`config.mk`:
```
export PLATFORM = sky130hd
export DESIGN_NAME = ipv6_longest_prefix_route_core
export DESIGN_NICKNAME = d
export VERILOG_FILES = /design/src/rtl/iplpr_pkg.sv /design/src/rtl/iplpr_front.sv /design/src/rtl/iplpr_cmd_queue.sv /design/src/rtl/iplpr_back.sv /design/src/rtl/ipv6_longest_prefix_route_core.sv
export SDC_FILE = /design/constraint.sdc
export NUM_CORES = 2
export LEC_CHECK = 0
export BUFFER_PORTS_ARGS = -buffer_cell sky130_fd_sc_hd__buf_2
export CAP_MARGIN = 20
export CELL_PAD_IN_SITES_DETAIL_PLACEMENT = 0
export CELL_PAD_IN_SITES_GLOBAL_PLACEMENT = 1
export CORE_ASPECT_RATIO = 0.9
export CORE_MARGIN = 2
export CORE_UTILIZATION = 45
export DETAILED_ROUTE_END_ITERATION = 10
export MAX_ROUTING_LAYER = met4
export PLACE_DENSITY_LB_ADDON = 0.1
export SKIP_LAST_GASP = 1
export SLEW_MARGIN = 5
export SYNTH_ARGS = -nofsm -noshare
export SYNTH_HDL_FRONTEND = slang
export SYNTH_HIERARCHICAL = 1
export SYNTH_SLANG_ARGS = --single-unit
```
`constraint.sdc`:
```
create_clock -name i_clk -period 46.2 [get_ports i_clk]
set_input_delay 9.24 -clock i_clk [delete_from_list [all_inputs] [get_ports i_clk]]
set_output_delay 9.24 -clock i_clk [all_outputs]
set_load 0.1 [all_outputs]
```
`src/rtl/iplpr_pkg.sv`:
```
// Shared types and constants for the IPv6 longest-prefix route core.
// No dependencies; every other rtl file refers to this package by scoped names.
package iplpr_pkg;

    localparam int AddrW   = 128;
    localparam int LenW    = 8;
    localparam int HopW    = 8;
    localparam int MaxLen  = 128;
    localparam int QDepth  = 2;
    localparam int QPtrW   = 1;
    localparam int QCntW   = 2;

    typedef logic [AddrW-1:0] t_addr;
    typedef logic [LenW-1:0]  t_len;
    typedef logic [HopW-1:0]  t_hop;

    typedef enum logic [1:0] {
        CMD_WRITE = 2'd0,
        CMD_DROP  = 2'd1,
        CMD_ROUTE = 2'd2
    } t_cmd_kind;

    typedef enum logic [1:0] {
        STAT_ROUTED   = 2'd0,
        STAT_DROPPED  = 2'd1,
        STAT_NO_ROUTE = 2'd2,
        STAT_WRITTEN  = 2'd3
    } t_status;

    typedef enum logic {
        ST_IDLE,
        ST_SCAN
    } t_state;

    // Classified work item passed from the front end to the lookup engine.
    // For a write, key is the prefix already masked to its length.
    typedef struct packed {
        t_cmd_kind   kind;
        logic [1:0]  entry_index;
        t_addr       key;
        t_addr       mask;
        t_len        len;
        t_hop        hop;
    } t_cmd;

    localparam t_addr AllOnes = {AddrW{1'b1}};

endpackage

```
`src/rtl/iplpr_front.sv`:
```
// Front end: classifies an incoming item into a table write, a hop-limit drop
// or a route lookup, and precomputes the prefix mask. Uses iplpr_pkg.
module iplpr_front (
    input  logic              i_op,
    input  logic [1:0]        i_entry_index,
    input  logic [63:0]       i_prefix_high,
    input  logic [63:0]       i_prefix_low,
    input  logic [7:0]        i_prefix_bits,
    input  logic [63:0]       i_dest_high,
    input  logic [63:0]       i_dest_low,
    input  logic [7:0]        i_hop_in,
    output iplpr_pkg::t_cmd   o_cmd
);

    iplpr_pkg::t_len  len_sat;
    iplpr_pkg::t_addr mask;

    always_comb begin
        // saturate overlong prefixes
        if (i_prefix_bits > iplpr_pkg::LenW'(iplpr_pkg::MaxLen)) begin
            len_sat = iplpr_pkg::LenW'(iplpr_pkg::MaxLen);
        end else begin
            len_sat = i_prefix_bits;
        end
        mask = ~(iplpr_pkg::AllOnes >> len_sat);

        o_cmd.entry_index = i_entry_index;
        o_cmd.mask        = '0;
        o_cmd.len         = '0;
        o_cmd.hop         = '0;
        if (!i_op) begin
            o_cmd.kind = iplpr_pkg::CMD_WRITE;
            o_cmd.key  = {i_prefix_high, i_prefix_low} & mask;
            o_cmd.mask = mask;
            o_cmd.len  = len_sat;
        end else if (i_hop_in == '0) begin
            o_cmd.kind = iplpr_pkg::CMD_DROP;
            o_cmd.key  = '0;
        end else begin
            o_cmd.kind = iplpr_pkg::CMD_ROUTE;
            o_cmd.key  = {i_dest_high, i_dest_low};
            o_cmd.hop  = i_hop_in - 8'd1;
        end
    end

endmodule

```
`src/rtl/iplpr_cmd_queue.sv`:
```
// Two-entry command queue between the front end and the lookup engine.
// Uses iplpr_pkg for the command type and queue sizing.
module iplpr_cmd_queue (
    input  logic              i_clk,
    input  logic              i_rst_n,
    input  logic              i_push,
    input  iplpr_pkg::t_cmd   i_cmd,
    output logic              o_full,
    input  logic              i_pop,
    output logic              o_empty,
    output iplpr_pkg::t_cmd   o_cmd
);

    iplpr_pkg::t_cmd                 r_mem [iplpr_pkg::QDepth];
    logic [iplpr_pkg::QPtrW-1:0]     r_wr_ptr;
    logic [iplpr_pkg::QPtrW-1:0]     r_rd_ptr;
    logic [iplpr_pkg::QCntW-1:0]     r_count;
    logic                            do_push;
    logic                            do_pop;

    assign o_full  = (r_count == iplpr_pkg::QCntW'(iplpr_pkg::QDepth));
    assign o_empty = (r_count == '0);
    assign o_cmd   = r_mem[r_rd_ptr];
    assign do_push = i_push && !o_full;
    assign do_pop  = i_pop && !o_empty;

    always_ff @(posedge i_clk) begin
        if (!i_rst_n) begin
            r_wr_ptr <= '0;
            r_rd_ptr <= '0;
            r_count  <= '0;
        end else begin
            if (do_push) begin
                r_wr_ptr <= r_wr_ptr + 1'b1;
            end
            if (do_pop) begin
                r_rd_ptr <= r_rd_ptr + 1'b1;
            end
            case ({do_push, do_pop})
                2'b10:   r_count <= r_count + 1'b1;
                2'b01:   r_count <= r_count - 1'b1;
                default: r_count <= r_count;
            endcase
        end
    end

    always_ff @(posedge i_clk) begin
        if (do_push) begin
            r_mem[r_wr_ptr] <= i_cmd;
        end
    end

endmodule

```
`src/rtl/iplpr_back.sv`:
```
// Lookup engine: owns the route table, carries out writes and scans one entry
// per cycle for the longest match. Holds the result register. Uses iplpr_pkg.
module iplpr_back #(
    parameter int ENTRIES = 4
) (
    input  logic              i_clk,
    input  logic              i_rst_n,
    input  logic              i_q_empty,
    input  iplpr_pkg::t_cmd   i_cmd,
    output logic              o_q_pop,
    input  logic              i_pop,
    output logic              o_empty,
    output logic [1:0]        o_status,
    output logic [1:0]        o_out_interface,
    output logic [7:0]        o_hop_out
);

    localparam int IW = (ENTRIES > 1) ? $clog2(ENTRIES) : 1;
    localparam int CW = $clog2(ENTRIES + 1);

    // route table
    iplpr_pkg::t_addr r_tbl_key  [ENTRIES];
    iplpr_pkg::t_addr r_tbl_mask [ENTRIES];
    iplpr_pkg::t_len  r_tbl_len  [ENTRIES];
    logic [ENTRIES-1:0] r_valid;

    iplpr_pkg::t_state r_state, n_state;
    logic [CW-1:0]     r_addr, n_addr;

    logic              r_rd_vld;
    logic [IW-1:0]     r_rd_idx;
    iplpr_pkg::t_addr  r_rd_key;
    iplpr_pkg::t_addr  r_rd_mask;
    iplpr_pkg::t_len   r_rd_len;

    iplpr_pkg::t_addr  r_dest;
    iplpr_pkg::t_hop   r_hop;
    logic              r_best_vld;
    logic [IW-1:0]     r_best_idx;
    iplpr_pkg::t_len   r_best_len;

    logic              r_res_vld;
    iplpr_pkg::t_status r_res_status;
    logic [1:0]        r_res_if;
    iplpr_pkg::t_hop   r_res_hop;

    logic              slot_free;
    logic              wr_en;
    logic              rd_en;
    logic              start;
    logic              hit;
    logic              better;
    logic              res_load;
    iplpr_pkg::t_status res_status;
    logic [1:0]        res_if;
    iplpr_pkg::t_hop   res_hop;
    logic              wr_ok;
    logic [IW-1:0]     wr_addr;

    assign slot_free = !r_res_vld || i_pop;
    assign wr_ok     = (32'(i_cmd.entry_index) < ENTRIES);
    assign wr_addr   = IW'(i_cmd.entry_index);
    assign hit       = ((r_dest & r_rd_mask) == r_rd_key);
    assign better    = r_rd_vld && r_valid[r_rd_idx] && hit
                       && (!r_best_vld || (r_rd_len > r_best_len));

    assign o_empty         = !r_res_vld;
    assign o_status        = r_res_status;
    assign o_out_interface = r_res_if;
    assign o_hop_out       = r_res_hop;

    always_comb begin
        n_state    = r_state;
        n_addr     = r_addr;
        o_q_pop    = 1'b0;
        wr_en      = 1'b0;
        rd_en      = 1'b0;
        start      = 1'b0;
        res_load   = 1'b0;
        res_status = iplpr_pkg::STAT_WRITTEN;
        res_if     = '0;
        res_hop    = '0;
        case (r_state)
            iplpr_pkg::ST_IDLE: begin
                if (!i_q_empty) begin
                    case (i_cmd.kind)
                        iplpr_pkg::CMD_ROUTE: begin
                            o_q_pop = 1'b1;
                            start   = 1'b1;
                            n_addr  = '0;
                            n_state = iplpr_pkg::ST_SCAN;
                        end
                        iplpr_pkg::CMD_WRITE: begin
                            if (slot_free) begin
                                o_q_pop  = 1'b1;
                                wr_en    = wr_ok;
                                res_load = 1'b1;
                            end
                        end
                        default: begin
                            if (slot_free) begin
                                o_q_pop    = 1'b1;
                                res_load   = 1'b1;
                                res_status = iplpr_pkg::STAT_DROPPED;
                            end
                        end
                    endcase
                end
            end
            iplpr_pkg::ST_SCAN: begin
                if (r_addr != CW'(ENTRIES)) begin
                    rd_en  = 1'b1;
                    n_addr = r_addr + 1'b1;
                end else if (!r_rd_vld && slot_free) begin
                    // last compare has landed in the best-match registers
                    res_load = 1'b1;
                    res_hop  = r_hop;
                    if (r_best_vld) begin
                        res_status = iplpr_pkg::STAT_ROUTED;
                        res_if     = 2'(r_best_idx);
                    end else begin
                        res_status = iplpr_pkg::STAT_NO_ROUTE;
                    end
                    n_state = iplpr_pkg::ST_IDLE;
                end
            end
            default: begin
                n_state = iplpr_pkg::ST_IDLE;
            end
        endcase
    end

    always_ff @(posedge i_clk) begin
        if (!i_rst_n) begin
            r_state    <= iplpr_pkg::ST_IDLE;
            r_addr     <= '0;
            r_valid    <= '0;
            r_rd_vld   <= 1'b0;
            r_best_vld <= 1'b0;
            r_res_vld  <= 1'b0;
        end else begin
            r_state  <= n_state;
            r_addr   <= n_addr;
            r_rd_vld <= rd_en;
            if (wr_en) begin
                r_valid[wr_addr] <= 1'b1;
            end
            if (start) begin
                r_best_vld <= 1'b0;
            end else if (better) begin
                r_best_vld <= 1'b1;
            end
            if (res_load) begin
                r_res_vld <= 1'b1;
            end else if (i_pop) begin
                r_res_vld <= 1'b0;
            end
        end
    end

    // table write port and registered read port
    always_ff @(posedge i_clk) begin
        if (wr_en) begin
            r_tbl_key[wr_addr]  <= i_cmd.key;
            r_tbl_mask[wr_addr] <= i_cmd.mask;
            r_tbl_len[wr_addr]  <= i_cmd.len;
        end
        if (rd_en) begin
            r_rd_key  <= r_tbl_key[r_addr[IW-1:0]];
            r_rd_mask <= r_tbl_mask[r_addr[IW-1:0]];
            r_rd_len  <= r_tbl_len[r_addr[IW-1:0]];
        end
        r_rd_idx <= r_addr[IW-1:0];
    end

    always_ff @(posedge i_clk) begin
        if (start) begin
            r_dest <= i_cmd.key;
            r_hop  <= i_cmd.hop;
        end
        if (better) begin
            r_best_idx <= r_rd_idx;
            r_best_len <= r_rd_len;
        end
        if (res_load) begin
            r_res_status <= res_status;
            r_res_if     <= res_if;
            r_res_hop    <= res_hop;
        end
    end

endmodule

```
`src/rtl/ipv6_longest_prefix_route_core.sv`:
```
// IPv6 longest-prefix route core, top level.
// Depends on iplpr_pkg, iplpr_front, iplpr_cmd_queue and iplpr_back.
//
// Usage:
//   Input side is a queue: drive the item fields and raise push; the item
//   transfers on a rising edge with push high and full low. op = 0 loads a
//   table entry, op = 1 routes a packet or drops it when i_hop_in is zero.
//   Result side is a queue: while empty is low the oldest result is on
//   o_status, o_out_interface and o_hop_out; it transfers on a rising edge
//   with pop high. Exactly one result per item, in order.
//   A two-entry command queue sits between the classifier and the lookup
//   engine, so items keep arriving while a result waits to be taken.
//   Order: a write or a hop-limit drop goes from the command queue straight
//   into the result register. A route holds the engine while the scan reads
//   one table entry per cycle from the single read port into the read and
//   best-match registers, and then loads the result register.
//   Reset (synchronous, i_rst_n low) empties both queues and clears every
//   valid mark; table contents are kept but unused until rewritten.
//   If the receiver stalls, the engine holds its finished result and the
//   command queue fills; full then rises and holds off the sender.
module ipv6_longest_prefix_route_core #(
    parameter int ENTRIES = 4
) (
    input  logic        i_clk,
    input  logic        i_rst_n,
    input  logic        push,
    output logic        full,
    input  logic        i_op,
    input  logic [1:0]  i_entry_index,
    input  logic [63:0] i_prefix_high,
    input  logic [63:0] i_prefix_low,
    input  logic [7:0]  i_prefix_bits,
    input  logic [63:0] i_dest_high,
    input  logic [63:0] i_dest_low,
    input  logic [7:0]  i_hop_in,
    output logic        empty,
    input  logic        pop,
    output logic [1:0]  o_status,
    output logic [1:0]  o_out_interface,
    output logic [7:0]  o_hop_out
);

    iplpr_pkg::t_cmd front_cmd;
    iplpr_pkg::t_cmd q_cmd;
    logic            q_empty;
    logic            q_pop;

    iplpr_front u_front (
        .i_op          (i_op),
        .i_entry_index (i_entry_index),
        .i_prefix_high (i_prefix_high),
        .i_prefix_low  (i_prefix_low),
        .i_prefix_bits (i_prefix_bits),
        .i_dest_high   (i_dest_high),
        .i_dest_low    (i_dest_low),
        .i_hop_in      (i_hop_in),
        .o_cmd         (front_cmd)
    );

    iplpr_cmd_queue u_queue (
        .i_clk   (i_clk),
        .i_rst_n (i_rst_n),
        .i_push  (push),
        .i_cmd   (front_cmd),
        .o_full  (full),
        .i_pop   (q_pop),
        .o_empty (q_empty),
        .o_cmd   (q_cmd)
    );

    iplpr_back #(
        .ENTRIES (ENTRIES)
    ) u_back (
        .i_clk           (i_clk),
        .i_rst_n         (i_rst_n),
        .i_q_empty       (q_empty),
        .i_cmd           (q_cmd),
        .o_q_pop         (q_pop),
        .i_pop           (pop),
        .o_empty         (empty),
        .o_status        (o_status),
        .o_out_interface (o_out_interface),
        .o_hop_out       (o_hop_out)
    );

endmodule
```
==> summary.txt <==
Placement
  – Port Buf Inserts: 292
  – Cell count after placement: 6100
  – Gpl congestion: 0.901
  – Dpl cell area: 81300 sq um
  – DP HPWL: 131000 microns

STA
  – RSZ-0062 raised after global routing: false
  – Worst Tran Pin Value: 1.20 ns
  – Min Tclk post-route: 12.20 ns
  – Fmax: 0.0820 GHz
  – Final Max Tran Viols: 0
  – Final hold viol count: 0
  – Crit share post-route: 26.4%
  – Worst Skew: 0.0433 ns
  – Slew HR: 19.1%
  – Final number of setup-violating endpoints: 0
  – Fin Setup TNS: 0 ns

Pwr
  – VDD IR max: 32.4 uV
  – Sw power: 1.36 mW
  – Sw frac: 27.3%
  – Comb pwr share: 17.4%
  – P_leak: 28.3 nW
  – Seq pwr share: 51.1%
  – PD cells: 56.9 nW/um^2
  – Pint: 3.62 mW
  – Design Power: 4.99 mW
  – Clk pwr share: 31.5%

Clock tree
  – Post-CTS sizing: 0
  – Longest Clk Path Bufs: 3
  – CTS tree: built
  – CTS Root Cell: clkbuf_16
  – Worst-path clk slew: 0.06 ns
  – Worst-skew pair later-pin latency: 0.83 ns
  – Number of buffers created by CTS: 202
  – Clock sink count: 2048
  – Hold_buf cts: 0
  – Setup bufs post-CTS: 0
  – H-tree depth: 4

Worst setup path
  – Largest delay contributor family on the critical path: buffers and inverters
  – Slowest stage delay, CP: 0.83 ns
  – CP cell instances: buf_2 -> o21ai_0 -> or3_1 -> nor3b_2 -> buf_4 -> buf_4 -> buf_4
  – CP Launch Point: pop
  – Buf/Inv on CP: 4
  – Startpoint Class: input pin
  – Slowest-stage cell, CP: buf_4
  – Arrival @ worst endpoint: 12.65 ns
  – CP Capture Type: register
  – CP max FO: 56
  – Worst Setup Path Type: input pin to register
  – Most frequent CP cell: buf_4
  – Worst Path Required: 46.65 ns

Layout
  – Filler instances: 13500
  – Commonest cells after routing, fill and taps aside: edfxtp_1, buf_2, mux2_2
  – Layout area overhead: 13.9%
  – Fin cells: 6484
  – Layout cells sized above 1: 29.1%
  – Fin area: 87600 sq um
  – Commonest non-fill, non-tap cell in the layout: edfxtp_1
  – Final nets: 4351

GRT
  – Total global-route track usage: 24.0%
  – Vias in the first global route: 36900
  – First-pass GRT wire length: 284000 microns
  – Largest net degree at the start of global routing: 131
  – Antenna violations before repair: 19
  – Remaining Overflow, GRT: 0

Drt
  – ANT nets after route: 0
  – Detailed-route DRC error count: 0
  – Top routing layer in use: met4
  – Routed length on met1: 87200 microns
  – DR pass1 iterations: 8
  – Met3 WL: 11900 microns
  – Routed wire length: 203000 microns
  – Routed WL per cell: 31.2 microns
  – Met2 wire length: 99400 microns
  – Vias per std cell: 5.75
  – Iter 0 DRT Violations: 3660
  – Vias: 37300

Logic synthesis
  – Post-synth EDFFs: 2030
  – Synth cell types: 68
  – Synthesized area: 77000 sq um
  – Fraction of registers with async set/reset: 0%
  – #FFs+latches synth: 2048
  – Post-Synthesis Cells: 3623
  – Post-synth net total: 3915
  – Sequential fraction of the synthesis area: 79.7%
  – Avg Cell Area, Syn: 21.2 sq um
  – YS warnings: 6
  – Primary FF master, synth: edfxtp_1

Worst hold path
  – Hold Crit Start: u_back/r_rd_len[0]$_DFFE_PP_
  – Hold Crit Class: register to register

Die
  – Core ar.: 169000 sq um
  – Chip width: 440 microns
  – Die Ht: 396 microns
  – Area of the die: 174000 sq um
  – Starting Density: 45.4%
  – # IOs: 293
  – Row count: 143

Flow run
  – Max-cap violations: 0

Outcome
  – Outcome: complete, no violations
worst register-to-register path: stages (launching register included):
cell and delay [ns]:
dfxtp_4 0.97, mux2_2 0.48, or3_1 0.43, nor3b_2 0.17, buf_4 0.79, buf_4 0.86
buf_4 0.85
metrics by stage:
stage	setup WS (ns)	utilization (%)	hold WS, ns
after floorplan	16.11	-	0.353
after global placement	33.10	47.9	0.432
after detailed placement	33.12	48.0	0.436
after CTS	34.02	51.7	0.451
after global routing	33.83	51.7	0.474
final	34.00	51.7	0.452
state kept, by name (all words and copies together) (netlist names), 4 cells and up, named ones only:
name               count
u_back/o_hop_out       8
u_back/r_rd_key      128
u_back/r_rd_mask     128
u_back/r_valid         4
u_back/r_best_len      8
u_back/r_tbl_key     512
u_back/r_dest        128
u_back/r_tbl_mask    512
u_back/r_hop           8
u_back/r_tbl_len      32
u_back/r_rd_len        8
u_queue/r_mem        552
per-layer routing:
layer | track usage (%) | up-vias
li1 | - | 15900
met1 | 33.1 | 19900
met2 | 37.9 | 1236
met3 | 3.64 | 243
met4 | 5.71 | 0
met5 | - | -
synth_stat cells (all sizes together), types with 18 or more instances:
cell       n  area (sq um)
nor4      32           213
nand4     40           250
xor2      61           534
mux2     276          3110
a21boi    43           323
and2      18           113
a21oi     33           165
inv       38           143
buf       97           607
nand3     23           115
nand2    134           503
edfxtp  2030         61000
clkbuf    48           180
dfxtp     18           360
and3b     46           403
nor2      33           124
mux4     264          5950
o21ai     92           460
a22o     122          1070
area by class of cell:
type | instances | area (sq um) | area share, %
Sequential cell | 2048 | 61300 | 70.0
Multi-Input combinational cell | 1392 | 14800 | 16.9
Clock buffer | 242 | 5240 | 5.97
Tap cell | 2247 | 2810 | 3.21
Timing Repair Buffer | 377 | 2170 | 2.47
Clock inverter | 133 | 1110 | 1.26
Inverter | 38 | 168 | 0.191
Antenna cell | 7 | 17.5 | 0.0200
power by group through the flow:
| stage | clock network, mW | logic [mW] | registers (mW) |
|---|---|---|---|
| 2_1_floorplan | 0 | 0.546 | 2.65 |
| 3_3_place_gp | 0 | 0.876 | 2.58 |
| 3_5_place_dp | 0 | 0.886 | 2.59 |
| 4_1_cts | 1.61 | 0.889 | 2.55 |
| 5_1_grt | 1.68 | 0.930 | 2.57 |
| 6_report | 1.57 | 0.870 | 2.55 |
path summary, 6_finish.rpt:
path,end,slack (ns),cells after the start
hold / removal,u_back/r_best_len[0]$_DFFE_PP_,0.45,0
setup reg to reg,u_back/r_tbl_mask[2][51]$_DFFE_PP_,41.23,6
hold reg to reg,u_back/r_best_len[0]$_DFFE_PP_,0.45,0
setup / recovery,u_back/r_tbl_mask[2][51]$_DFFE_PP_,34.00,7
cells by family after synthesis:
group,count (synthesis),synth area share (%)
multiplexers,542,11.8
adder cells (fa/ha/maj),13,0.211
flip-flops,2048,79.7
AND/OR/NAND/NOR,395,2.84
buffers and inverters,183,1.21
AO/OA/AOI/OAI,375,3.52
XOR/XNOR,67,0.762
(Power assumes the default switching activity.)
